--- src/rtl/ndlc_pkg.sv ---
`default_nettype none
// ----------------------------------------------------------------------------
// Nested delay-loop counter solver: shared package
// Types, tier codes and constants used by the front, queue and back sections.
// ----------------------------------------------------------------------------
package ndlc_pkg;

   localparam int DIV_STEPS = 9;
   localparam int FR_STAGES = DIV_STEPS + 1;
   localparam int BK_STAGES = 2 * DIV_STEPS + 2;
   localparam int Q_DEPTH   = 4;

   localparam logic [31:0] ONE_LOOP_LIMIT  = 32'd771;
   localparam logic [31:0] TWO_LOOP_LIMIT  = 32'd197125;
   localparam logic [18:0] TWO_LOOP_BIAS   = 19'd763;
   localparam logic [18:0] THREE_LOOP_BIAS = 19'd758;
   localparam logic [18:0] MIDDLE_STEP     = 19'd770;
   localparam logic [18:0] INNER_STEP      = 19'd3;
   localparam logic [8:0]  UNUSED_COUNT    = 9'h1FF;

   localparam logic [9:0]  MIN_RESET = 10'd3;
   localparam logic [25:0] MAX_RESET = 26'd50463000;

   localparam logic [1:0] REG_MIN_CYCLES = 2'd0;
   localparam logic [1:0] REG_MAX_CYCLES = 2'd1;

   typedef enum logic [2:0] {
      TIER_NONE,
      TIER_ONE,
      TIER_TWO,
      TIER_THREE,
      TIER_OVF
   } tier_type;

   typedef struct packed {
      logic [31:0] m;
      tier_type    tier;
      logic [26:0] rem;
      logic [8:0]  q;
   } fr_type;

   typedef struct packed {
      logic [31:0] m;
      tier_type    tier;
      logic [8:0]  c;
      logic [26:0] num;
      logic [18:0] denb;
      logic [9:0]  dena;
   } mid_type;

   typedef struct packed {
      logic [31:0] m;
      tier_type    tier;
      logic [8:0]  c;
      logic [26:0] rem;
      logic [18:0] denb;
      logic [9:0]  dena;
      logic [8:0]  qb;
      logic [8:0]  qa;
      logic [18:0] t;
   } bk_type;

   typedef struct packed {
      logic [8:0]  inner;
      logic [8:0]  middle;
      logic [8:0]  outer;
      logic [31:0] achieved;
      logic        ovf;
   } rsp_type;

endpackage
`default_nettype wire

--- src/rtl/ndlc_front.sv ---
`default_nettype none
// ----------------------------------------------------------------------------
// Front section
// Accepts requests, sorts them into tiers, finds the outer count by a
// pipelined restoring division and prepares the operands of the back section.
// ----------------------------------------------------------------------------
module ndlc_front (
   input  wire logic            clock,
   input  wire logic            reset,
   input  wire logic            push,
   output logic                 full,
   input  wire logic [31:0]     req_desired_cycles,
   input  wire logic [9:0]      min_cycles,
   input  wire logic [25:0]     max_cycles,
   output logic                 out_valid,
   output ndlc_pkg::mid_type    out_item,
   input  wire logic            out_ready
);

   logic [ndlc_pkg::FR_STAGES-1:0] valid_ff, valid_in;
   ndlc_pkg::fr_type               st_ff [ndlc_pkg::FR_STAGES];
   ndlc_pkg::fr_type               st_in [ndlc_pkg::FR_STAGES];
   logic                           tail_valid_ff;
   ndlc_pkg::mid_type              tail_ff, tail_in;
   logic                           adv;

   assign adv  = !tail_valid_ff || out_ready;
   assign full = !adv;

   always_comb begin
      logic [27:0] sden;
      logic [31:0] m;
      ndlc_pkg::fr_type p;
      logic [8:0]  c;
      logic [18:0] c758;
      m = req_desired_cycles;
      valid_in[0]     = push && adv;
      st_in[0].m      = m;
      st_in[0].rem    = 27'(m[26:0] - 27'd3);
      st_in[0].q      = '0;
      if (m < {22'd0, min_cycles}) begin
         st_in[0].tier = ndlc_pkg::TIER_NONE;
      end else if (m <= ndlc_pkg::ONE_LOOP_LIMIT) begin
         st_in[0].tier = ndlc_pkg::TIER_ONE;
      end else if (m <= ndlc_pkg::TWO_LOOP_LIMIT) begin
         st_in[0].tier = ndlc_pkg::TIER_TWO;
      end else if (m <= {6'd0, max_cycles}) begin
         st_in[0].tier = ndlc_pkg::TIER_THREE;
      end else begin
         st_in[0].tier = ndlc_pkg::TIER_OVF;
      end
      for (int i = 1; i < ndlc_pkg::FR_STAGES; i++) begin
         p    = st_ff[i-1];
         sden = 28'(ndlc_pkg::TWO_LOOP_LIMIT[17:0]) << (ndlc_pkg::DIV_STEPS - i);
         if ({1'b0, p.rem} >= sden) begin
            p.rem = 27'({1'b0, p.rem} - sden);
            p.q[ndlc_pkg::DIV_STEPS - i] = 1'b1;
         end
         st_in[i]    = p;
         valid_in[i] = valid_ff[i-1];
      end
      p = st_ff[ndlc_pkg::FR_STAGES-1];
      c = (p.tier == ndlc_pkg::TIER_THREE) ? 9'(p.q + 9'd1) : 9'd1;
      c758 = 19'({10'd0, c} * ndlc_pkg::THREE_LOOP_BIAS);
      tail_in.m    = p.m;
      tail_in.tier = p.tier;
      tail_in.c    = c;
      tail_in.denb = 19'({10'd0, c} * ndlc_pkg::MIDDLE_STEP);
      tail_in.dena = 10'({10'd0, c} * ndlc_pkg::INNER_STEP);
      case (p.tier)
         ndlc_pkg::TIER_THREE: tail_in.num = 27'(p.m[26:0] - 27'd3 + {8'd0, c758});
         ndlc_pkg::TIER_TWO:   tail_in.num = 27'(p.m[26:0] + {8'd0, ndlc_pkg::TWO_LOOP_BIAS});
         ndlc_pkg::TIER_ONE:   tail_in.num = p.m[26:0];
         default:              tail_in.num = '0;
      endcase
   end

   always_ff @(posedge clock) begin
      if (reset) begin
         valid_ff      <= '0;
         tail_valid_ff <= 1'b0;
      end else if (adv) begin
         valid_ff      <= valid_in;
         tail_valid_ff <= valid_ff[ndlc_pkg::FR_STAGES-1];
      end
   end

   always_ff @(posedge clock) begin
      if (adv) begin
         st_ff   <= st_in;
         tail_ff <= tail_in;
      end
   end

   assign out_valid = tail_valid_ff;
   assign out_item  = tail_ff;

endmodule
`default_nettype wire

--- config.mk ---
export PLATFORM = sky130hd
export DESIGN_NAME = ndlc_front
export DESIGN_NICKNAME = d
export VERILOG_FILES = /design/src/rtl/ndlc_pkg.sv /design/src/rtl/ndlc_front.sv
export SDC_FILE = /design/constraint.sdc
export NUM_CORES = 1
export LEC_CHECK = 0
export BUFFER_PORTS_ARGS = -buffer_cell sky130_fd_sc_hd__buf_2
export CAP_MARGIN = 20
export CELL_PAD_IN_SITES_DETAIL_PLACEMENT = 0
export CELL_PAD_IN_SITES_GLOBAL_PLACEMENT = 1
export CORE_ASPECT_RATIO = 1.2
export CORE_MARGIN = 2
export CORE_UTILIZATION = 35
export DETAILED_ROUTE_END_ITERATION = 8
export PLACE_DENSITY = 0.65
export SLEW_MARGIN = 10
export SYNTH_ARGS = -nofsm -noshare
export SYNTH_HDL_FRONTEND = slang
export SYNTH_SLANG_ARGS = --single-unit
--- constraint.sdc ---
create_clock -name clock -period 23.5 [get_ports clock]
set_input_delay 1.175 -clock clock [delete_from_list [all_inputs] [get_ports clock]]
set_output_delay 1.175 -clock clock [all_outputs]
set_load 0.05 [all_outputs]
# After elaboration in Yosys (flattened, before gate mapping)
# Index checks and enable logic that the tools add are counted.
# W data, S select, Z words.
# word_totals
register_bits	748
out_inout_bits	102
# op_classes
muxes	13
addsub	13
order_cmp	13
n_reduce_logical	6
multipliers	3
eq_ne	3
# op_table
cell	count
$mux W27	7
$pmux W27 S3	1
$sub A27 B2 Y27 const B	2
$mul A9 B9 Y18 const B	2
$le A32 B10 Y1 const B	1
$le A32 B18 Y1 const B	1
$le A32 B26 Y1	1
$lt A32 B10 Y1	1
$mux W28	1
$add A27 B10 Y27 const B	1
$add A27 B19 Y27	1
$ge A27 B18 Y1 const B	1
$ge A27 B19 Y1 const B	1
$ge A27 B20 Y1 const B	1
$ge A27 B21 Y1 const B	1
$ge A27 B22 Y1 const B	1
$ge A27 B23 Y1 const B	1
$ge A27 B24 Y1 const B	1
$ge A27 B25 Y1 const B	1
$ge A27 B26 Y1 const B	1
$sub A27 B19 Y27 const B	1
$sub A27 B20 Y27 const B	1
$sub A27 B21 Y27 const B	1
$sub A27 B22 Y27 const B	1
17 further kinds	19

# Logic depth before layout (Yosys ltp)
# Gate-level depths: netlist of the first run.
# logic_depth
word_depth	5
depth_mapped	33
ltp_nobuf	33

# Worst setup path before layout of the first run
# No wires, ideal clock.
# synth_path
kind	input -> register
from	in out_ready
to	reg tail_ff, in the netlist out_item[18] (enable)
path_stages	2
setup_slack_ns	1.033
path_buffers	1
setup_time_ns	1.377
arrival_time_ns	21.090
path_cell_list	nand2b_1 > clkbuf_1
# synth_between
elab_chain_len	1
# synth_rtl
element	line	text
start, declared	ndlc_front.sv:17	input wire logic out_ready
$logic_or A1 B1 Y1	ndlc_front.sv:27	assign adv = !tail_valid_ff || out_ready;
end signal, assigned	ndlc_front.sv:91	tail_ff <= tail_in;
end, declared	ndlc_front.sv:24	ndlc_pkg::mid_type tail_ff, tail_in;
# No other way between the ends.
# A chain may end at the register's enable or synchronous reset.

==> results.json, run 1 <==
{
  "fp.dieH_um": 344,
  "yosys.area.top_type_share_pct": 64.9,
  "max_stage_delay_ns": 0.79,
  "cts_buffers": 78,
  "crit_path_end_kind": "register",
  "fin_crit_ns": 8.80,
  "setup_viol": 0,
  "synthTopCellsByArea": "edfxtp_1 65%, ha_1 6.6%, xnor2_1 4.1%, xor2_1 2.5%, fa_1 2.3%",
  "grt.total_usage_pct": 14.1,
  "pin_count": 174,
  "ir_worst_vdd_mv": 0.0547,
  "start_util_pct": 35.3,
  "yosys-top-cells-count": "729 x edfxtp_1, 206 x inv_1, 178 x ha_1, 165 x nand2_1, 156 x xnor2_1",
  "worstSetupPathType": "reg2reg",
  "ant_nets": 0,
  "firstDrtPassIters": 8,
  "final-hold-violation-count": 0,
  "drt_iter0_markers": 965,
  "synth_nets": 2719,
  "startpoint_type": "register",
  "synth_cell_type_count": 80,
  "p_int_uw": 2550,
  "rows": 124,
  "worstHoldStart": "st_ff[261]",
  "final_cells": 3968,
  "worst_pin_slew_ns": 1.07,
  "synth.avg_cell_area_um2": 13.9,
  "final_layout_size_suffix_gt1_share_pct": 11.5,
  "path_clk_slew_ns": 0.06,
  "min_to": "st_ff[190]",
  "yosysWarnings": 0,
  "post_cts.repair.setup_buffers": 0,
  "netSwitchingFraction_pct": 25.7,
  "place_congestion": 0.863,
  "path_common_cell": "inv_1",
  "yosysSeqAreaShare_pct": 65.6,
  "cts_max_level": 3,
  "rsz0062_at_grt": "no",
  "synth_ff_type": "edfxtp_1",
  "seq_power_share_pct": 53.9,
  "vias": 19000,
  "drc": 0,
  "status": "finished clean",
  "drt_wl_total_um": 69100,
  "cp_slowest_cell": "edfxtp_1",
  "grt_max_degree": 196,
  "p_per_area_nw_per_um2": 89.0,
  "coreArea_um2": 95400,
  "r2r-start": "st_ff[37]",
  "grt_pass1_wl_um": 108000,
  "diodes": 0,
  "die_w_um": 287,
  "clockBufferDepth": 3,
  "r2r_end": "out_item[54]",
  "p_clk_share_pct": 33.5,
  "yosysTopAreaCell": "edfxtp_1",
  "async_reset_ff_share_pct": 0,
  "rr_worst_depth": 29,
  "crit_arrival_ns": 9.15,
  "cts_tree": "yes",
  "syn_inst": 2430,
  "dpl.hpwl_um": 51300,
  "regArea_um2": 22100,
  "max_freq_mhz": 114,
  "layout.nets": 2944,
  "min_path_type": "reg2reg",
  "leakage_uw": 0.0154,
  "synth.most_common_cell": "edfxtp_1",
  "antenna_found_initial": 1,
  "worstPathRequired_ns": 23.84,
  "syn-cell-area_um2": 33700,
  "avgViaCountPerCell": 4.78,
  "drv_slew": 0,
  "grt_overflow": 0,
  "clk_latency_ns": 0.62,
  "cp_max_fo": 21,
  "synthToLayoutAreaGrowth_pct": 14.2,
  "fill_cells": 8930,
  "finClkSkew_ns": 0.0190,
  "grt_pass1_vias": 19500,
  "synth_edf_count": 729,
  "postCtsResizedCells": 0,
  "whs_path_depth": 0,
  "dp_cells": 3834,
  "port_buffers": 172,
  "multi_input_area_um2": 10600,
  "root_buffer": "clkbuf_16",
  "period_share_pct": 37.5,
  "comb_power_share_pct": 12.6,
  "maxSlewHeadroom_pct": 28.1,
  "dieArea_um2": 98900,
  "r2r_setup_slack_ns": 14.70,
  "hold_buffers": 0,
  "wire_per_inst_um": 17.4,
  "setup_tns_ns": 0,
  "cap_violations": 0,
  "ys_ff_latch": 740,
  "switching_power_uw": 880,
  "cts.sinks": 740
}
metrics by stage:
stage	cell area [µm²]	hold WS (ns)	worst slack (ns)	util, %	total power, µW
2_1_floorplan	33700	0.400	1.03	-	2150
3_3_place_gp	36100	0.401	14.77	37.8	2290
3_5_place_dp	36100	0.405	14.71	37.8	2310
4_1_cts	38500	0.401	14.67	40.3	3480
5_1_grt	38500	0.401	14.02	40.3	3600
6_report	38500	0.400	14.70	40.3	3430
power groups by stage:
stage | combinational (µW) | sequential [µW] | clock (µW)
after floorplan | 325 | 1830 | 0
after detailed placement | 436 | 1870 | 0
after CTS | 437 | 1850 | 1190
after global placement | 429 | 1870 | 0
final | 430 | 1850 | 1150
after global routing | 486 | 1870 | 1240
routing by layer:
metal,track usage [%],part of all wire [%]
met5,0,0
met4,4.63,2.4
met3,2.44,4.0
met2,26.2,53
met1,16.4,41
worst max path at each step:
stage / from / end / slack, ns / cells after the start
detailed placement: st_ff[37] / out_item[54] / 14.71 / 29
finish: st_ff[37] / out_item[54] / 14.70 / 29
CTS: st_ff[37] / out_item[54] / 14.67 / 29
floorplan: out_ready / out_item[18] / 1.03 / 2
global route: st_ff[37] / out_item[54] / 14.02 / 29
global placement: st_ff[37] / out_item[54] / 14.77 / 29
state kept, by name, summed over array words and instances (netlist names):
register,cells
out_item,91
out_valid,1
st_ff,638
valid_ff,10
logic make-up after synthesis:
group                    Yosys count  synth area share [%]
XOR/XNOR                         251                  6.52
buffers and inverters            250                  2.93
adder cells (fa/ha/maj)          217                  8.92
other                              1                0.0111
AND/OR/NAND/NOR                  646                  9.72
AO/OA/AOI/OAI                    318                  6.13
flip-flops                       740                  65.6
multiplexers                       7                 0.215
cells in the final DEF (no fill, tap or decap), drive strengths merged, types with 32 or more instances in the layout:
| cell type | count |
|---|---|
| nand2 | 165 |
| buf | 188 |
| o21ai | 62 |
| fa | 39 |
| xor2 | 95 |
| a21oi | 91 |
| nor2 | 139 |
| nor3 | 57 |
| nor2b | 32 |
| ha | 178 |
| clkbuf | 97 |
| edfxtp | 729 |
| nand3 | 64 |
| xnor2 | 156 |
| inv | 212 |
area by class of cell:
type                            instances  area share, %
Clock buffer                           97           5.37
Clock inverter                         36          0.822
Inverter                              207           2.02
Multi-Input combinational cell       1440           27.6
Sequential cell                       740           57.4
Tap cell                             1260           4.09
Timing Repair Buffer                  188           2.64
worst max-delay path, delay by kind of cell, from the launching register on:
family / cells / cell delay, ns
adder cells (fa/ha/maj): 7 / 3.03
flip-flops: 1 / 0.79
AND/OR/NAND/NOR: 3 / 1.16
multiplexers: 1 / 0.36
XOR/XNOR: 1 / 0.19
AO/OA/AOI/OAI: 11 / 2.48
buffers and inverters: 6 / 0.48
(Power assumes the default switching activity.)
==> run 2, diff against run 1 <==
ABC_AREA = 1   (was not set)
clock period = 8.4 ns   (was 23.5 ns; I/O delays follow)
==> results.json, run 2 <==
{
  "finClkSkew_ns": 0.0253,
  "syn_inst": 3238,
  "cts.sinks": 740,
  "synth_edf_count": 729,
  "cts_tree": "yes",
  "ir_worst_vdd_mv": 0.144,
  "grt_overflow": 0,
  "pin_count": 174,
  "fp.dieH_um": 356,
  "cp_max_fo": 10,
  "path_clk_slew_ns": 0.07,
  "whs_path_depth": 1,
  "vias": 22400,
  "wire_per_inst_um": 15.7,
  "post_cts.repair.setup_buffers": 0,
  "clk_latency_ns": 0.65,
  "holdWs_ns": 0.0635,
  "grt_pass1_vias": 22100,
  "cts_max_level": 3,
  "final_cells": 4918,
  "grt_max_degree": 202,
  "largest_register": "st_ff",
  "crit_arrival_ns": 7.75,
  "ys_ff_latch": 740,
  "yosysTopAreaCell": "edfxtp_1",
  "synthTopCellsByArea": "edfxtp_1 61%, nand2_1 6.3%, ha_1 6.2%, inv_1 4.9%, xor2_1 3.2%",
  "drt_iter0_markers": 1163,
  "cp_slowest_cell": "fa_1",
  "dieArea_um2": 106000,
  "ant_nets": 0,
  "drc": 0,
  "final-hold-violation-count": 0,
  "dpl.hpwl_um": 57600,
  "p_per_area_nw_per_um2": 251,
  "rsz0062_at_grt": "no",
  "max_freq_mhz": 136,
  "synthToLayoutAreaGrowth_pct": 13.8,
  "port_buffers": 172,
  "status": "finished clean",
  "cap_violations": 0,
  "worst_pin_slew_ns": 1.08,
  "layout_common_cells": "729 x edfxtp_1, 608 x nand2_1, 472 x inv_1",
  "synth_cell_type_count": 56,
  "rr_worst_depth": 34,
  "synth_ff_type": "edfxtp_1",
  "syn-cell-area_um2": 36200,
  "cts_buffers": 81,
  "antenna_found_initial": 3,
  "yosys-top-cells-count": "729 x edfxtp_1, 608 x nand2_1, 473 x inv_1, 251 x nor2_1, 178 x ha_1",
  "die_w_um": 297,
  "start_util_pct": 35.2,
  "grt.total_usage_pct": 14.6,
  "min_path_type": "in2reg",
  "place_congestion": 0.836,
  "period_share_pct": 87.4,
  "async_reset_ff_share_pct": 0,
  "synth_nets": 3527,
  "setup_tns_ns": 0,
  "leakage_uw": 0.0178,
  "avgViaCountPerCell": 4.55,
  "path_common_cell": "inv_1",
  "synth.most_common_cell": "edfxtp_1",
  "root_buffer": "clkbuf_16",
  "dp_cells": 4761,
  "worstPathRequired_ns": 8.81,
  "drv_slew": 0,
  "largest_register_ffs": 638,
  "crit_path_end_kind": "register",
  "layout.nets": 3765,
  "yosysSeqAreaShare_pct": 61.1,
  "rows": 129,
  "final_util_pct": 40.0,
  "grt_pass1_wl_um": 122000,
  "yosys.area.top_type_share_pct": 60.5,
  "synth.avg_cell_area_um2": 11.2,
  "startpoint_type": "register",
  "coreArea_um2": 103000,
  "fin_crit_ns": 7.34,
  "setup_viol": 0,
  "clockBufferDepth": 3,
  "yosysWarnings": 0,
  "max_stage_delay_ns": 0.53,
  "maxSlewHeadroom_pct": 28.1,
  "final_layout_size_suffix_gt1_share_pct": 11.4,
  "drt_wl_total_um": 77400,
  "worstSetupPathType": "reg2reg",
  "final_common_cell": "edfxtp_1",
  "firstDrtPassIters": 7
}
[run 2: layout make-up]
class,instances,area [µm²]
diodes,1,2.50
clock buffers,97,2090
clock inverters,52,404
fillers,9998,61600
inverters,486,1830
multi-input cells,1971,11900
flip-flops and latches,740,22100
well taps,1375,1720
repair buffers,196,1080
[run 2: cell families after synthesis]
group | after synthesis | share of synthesized area [%]
AND/OR/NAND/NOR | 1225 | 14.9
adder cells (fa/ha/maj) | 217 | 8.32
XOR/XNOR | 179 | 4.33
flip-flops | 740 | 61.1
AO/OA/AOI/OAI | 349 | 5.38
other | 1 | 0.0104
buffers and inverters | 527 | 5.89
[run 2: through the flow]
stage               worst slack (ns)  instance area, µm²  power (µW)
floorplan                       1.53               36200        6540
global placement                1.03               38600        7070
detailed placement             0.942               38600        7090
CTS                            0.912               41200       10500
global route                   0.374               41200       10900
finish                          1.06               41200       10300
[run 2: where the power goes]
group / switching (µW) / internal [µW] / total [µW]
Sequential: 365 / 4770 / 5130
Combinational: 1210 / 646 / 1860
Clock: 1470 / 1860 / 3330
Total: 3050 / 7280 / 10300
[run 2: per-layer routing]
layer	wire, µm	global-route usage, %	vias up
li1	-	-	11500
met3	2750	2.33	104
met4	1800	4.63	0
met2	40500	27.0	372
met5	0	0	-
met1	32400	17.2	10400
[run 2: critical path: cells and delay by family, from the launching register on]
| kind | cells | cell delay (ns) |
|---|---|---|
| AOI/OAI and AO/OA | 6 | 1.16 |
| buffers and inverters | 9 | 1.14 |
| DFF | 1 | 0.42 |
| and+or+nand+nor | 11 | 1.41 |
| adders and majority gates | 7 | 2.72 |
| xor gates and xnor gates | 1 | 0.24 |
[run 2: repair_timing]
item,in CTS,in global routing
gates resized for setup,0,0
hold endpoints to repair,7,0
hold buffers,7,0
[run 2: final timing paths]
| kind | to | slack [ns] | startpoint |
|---|---|---|---|
| setup / recovery | out_item[49] | 1.06 | st_ff[38] |
| hold reg to reg | st_ff[58] | 0.40 | st_ff[129] |
| setup reg to reg | out_item[49] | 1.06 | st_ff[38] |
| hold / removal | st_ff[692] | 0.06 | req_desired_cycles[14] |
==> run 3, diff against run 2 <==
PLACE_DENSITY = 0.67   (was 0.65)
clock period = 6.2 ns   (was 8.4 ns; I/O delays follow)
==> results.json, run 3 (same netlist as run 2, synthesis figures left out) <==
{
  "crit_path_start": "st_ff[0]",
  "final_layout_size_suffix_gt1_share_pct": 18.3,
  "period_share_pct": 99.0,
  "fin_area_um2": 43300,
  "setup_viol": 0,
  "leakage_uw": 0.0187,
  "worstHoldStart": "req_desired_cycles[6]",
  "clockBufferDepth": 3,
  "final_common_cell": "edfxtp_1",
  "setup_tns_ns": 0,
  "wire_per_inst_um": 15.6,
  "ir_worst_vdd_mv": 0.248,
  "largest_register_ffs": 638,
  "cts_buffers": 79,
  "cp_max_fo": 4,
  "use_met3_pct": 2.17,
  "vias": 22900,
  "maxSlewHeadroom_pct": 26.0,
  "firstDrtPassIters": 5,
  "layout_common_cells": "729 x edfxtp_1, 586 x nand2_1, 444 x inv_1",
  "cts_max_level": 3,
  "largest_register": "st_ff",
  "worst_pin_slew_ns": 1.11,
  "dieArea_um2": 106000,
  "ant_nets": 0,
  "cts_tree": "yes",
  "rows": 129,
  "drt_iter0_markers": 1254,
  "finClkSkew_ns": 0.0372,
  "drt_wl_total_um": 78900,
  "dpl.hpwl_um": 58800,
  "startpoint_type": "register",
  "max_stage_delay_ns": 0.55,
  "p_per_area_nw_per_um2": 330,
  "met2_usage_pct": 27.1,
  "drv_slew": 0,
  "pin_count": 174,
  "avgViaCountPerCell": 4.53,
  "grt_pass1_vias": 22800,
  "die_w_um": 297,
  "layout.nets": 3915,
  "drc": 0,
  "crit_path_end_kind": "register",
  "r2r-start": "st_ff[0]",
  "busiest_layer": "met2",
  "antenna_found_initial": 2,
  "dp_cells": 4878,
  "multi_input_area_um2": 12700,
  "port_buffers": 172,
  "r2r_setup_slack_ns": 0.06,
  "root_buffer": "clkbuf_16",
  "fin_crit_ns": 6.14,
  "holdWs_ns": 0.0329,
  "coreArea_um2": 103000,
  "cap_violations": 0,
  "start_util_pct": 35.2,
  "path_clk_slew_ns": 0.06,
  "fill_cells": 9756,
  "place_congestion": 0.837,
  "grt_max_degree": 220,
  "status": "finished clean",
  "place_area_um2": 39600,
  "worstPathRequired_ns": 6.59,
  "grt_pass1_wl_um": 123000,
  "final_cells": 5061,
  "worstSetupPathType": "reg2reg",
  "regArea_um2": 22100,
  "diodes": 0,
  "grt.total_usage_pct": 14.8,
  "final-hold-violation-count": 0,
  "min_path_type": "in2reg",
  "clk_latency_ns": 0.65,
  "cp_slowest_cell": "fa_1",
  "met1_usage_pct": 17.3,
  "grt_overflow": 0,
  "crit_arrival_ns": 6.53,
  "fp.dieH_um": 356,
  "cts.sinks": 740,
  "synthToLayoutAreaGrowth_pct": 19.7,
  "path_common_cell": "inv_2",
  "max_freq_mhz": 163,
  "power_uw": 14300,
  "rsz0062_at_grt": "yes"
}
## run 3: cell count changes in the layout (fill, tap and decap cells not counted), sizes merged
cell         previous run  this run
inv                   493       487
clkinvlp                1         3
buf                   189       319
diode                   1         0
dlygate4sd3             7        29
clkbuf                 97        99
clkinv                 42        31
bufinv                  2         7
## run 3: worst max-delay path: cells and delay by family (launching register included)
family,cells,cell delay (ns)
xor gates and xnor gates,1,0.13
and+or+nand+nor,11,1.07
buffers and inverters,11,0.82
DFF,1,0.43
adders and majority gates,8,3.12
AOI/OAI and AO/OA,3,0.34
## run 3: metal layers
metal	up-vias	wire (µm)
met1	10600	33100
met2	373	40700
met5	-	0
met3	149	2470
met4	0	2650
li1	11800	-
## run 3: what timing repair did
item                                    4_1_cts  5_1_grt
endpoints found under the setup margin       17       19
setup buffers                                 4        9
pin swaps                                    27       68
hold buffers                                 29        0
resized for setup                            62      139
endpoints found under the hold margin        37        0
gates cloned                                  0        0
## run 3: layout make-up
type / instances / share of cell area, %
Sequential cell: 740 / 51.1
Timing Repair Buffer: 348 / 5.38
Clock inverter: 42 / 1.16
Clock buffer: 99 / 4.74
Tap cell: 1375 / 3.98
Inverter: 486 / 4.24
Multi-Input combinational cell: 1971 / 29.4
## run 3: power breakdown
part | total, µW | switching [µW] | internal [µW]
combinational | 2700 | 1710 | 992
clock | 4620 | 1950 | 2670
sequential | 6950 | 491 | 6460
## run 3: worst paths after layout
check | endpoint | cells past startpoint
max | out_item[45] | 34
min | st_ff[684] | 1
max reg2reg | out_item[45] | 34
min reg2reg | st_ff[62] | 0
## run 3: per-stage QoR
stage	worst slack (ns)	utilization [%]
2_1_floorplan	-0.00308	-
3_3_place_gp	-0.343	38.5
3_5_place_dp	-0.387	38.5
4_1_cts	-0.00979	41.6
5_1_grt	-0.260	42.1
6_report	0.0630	42.1
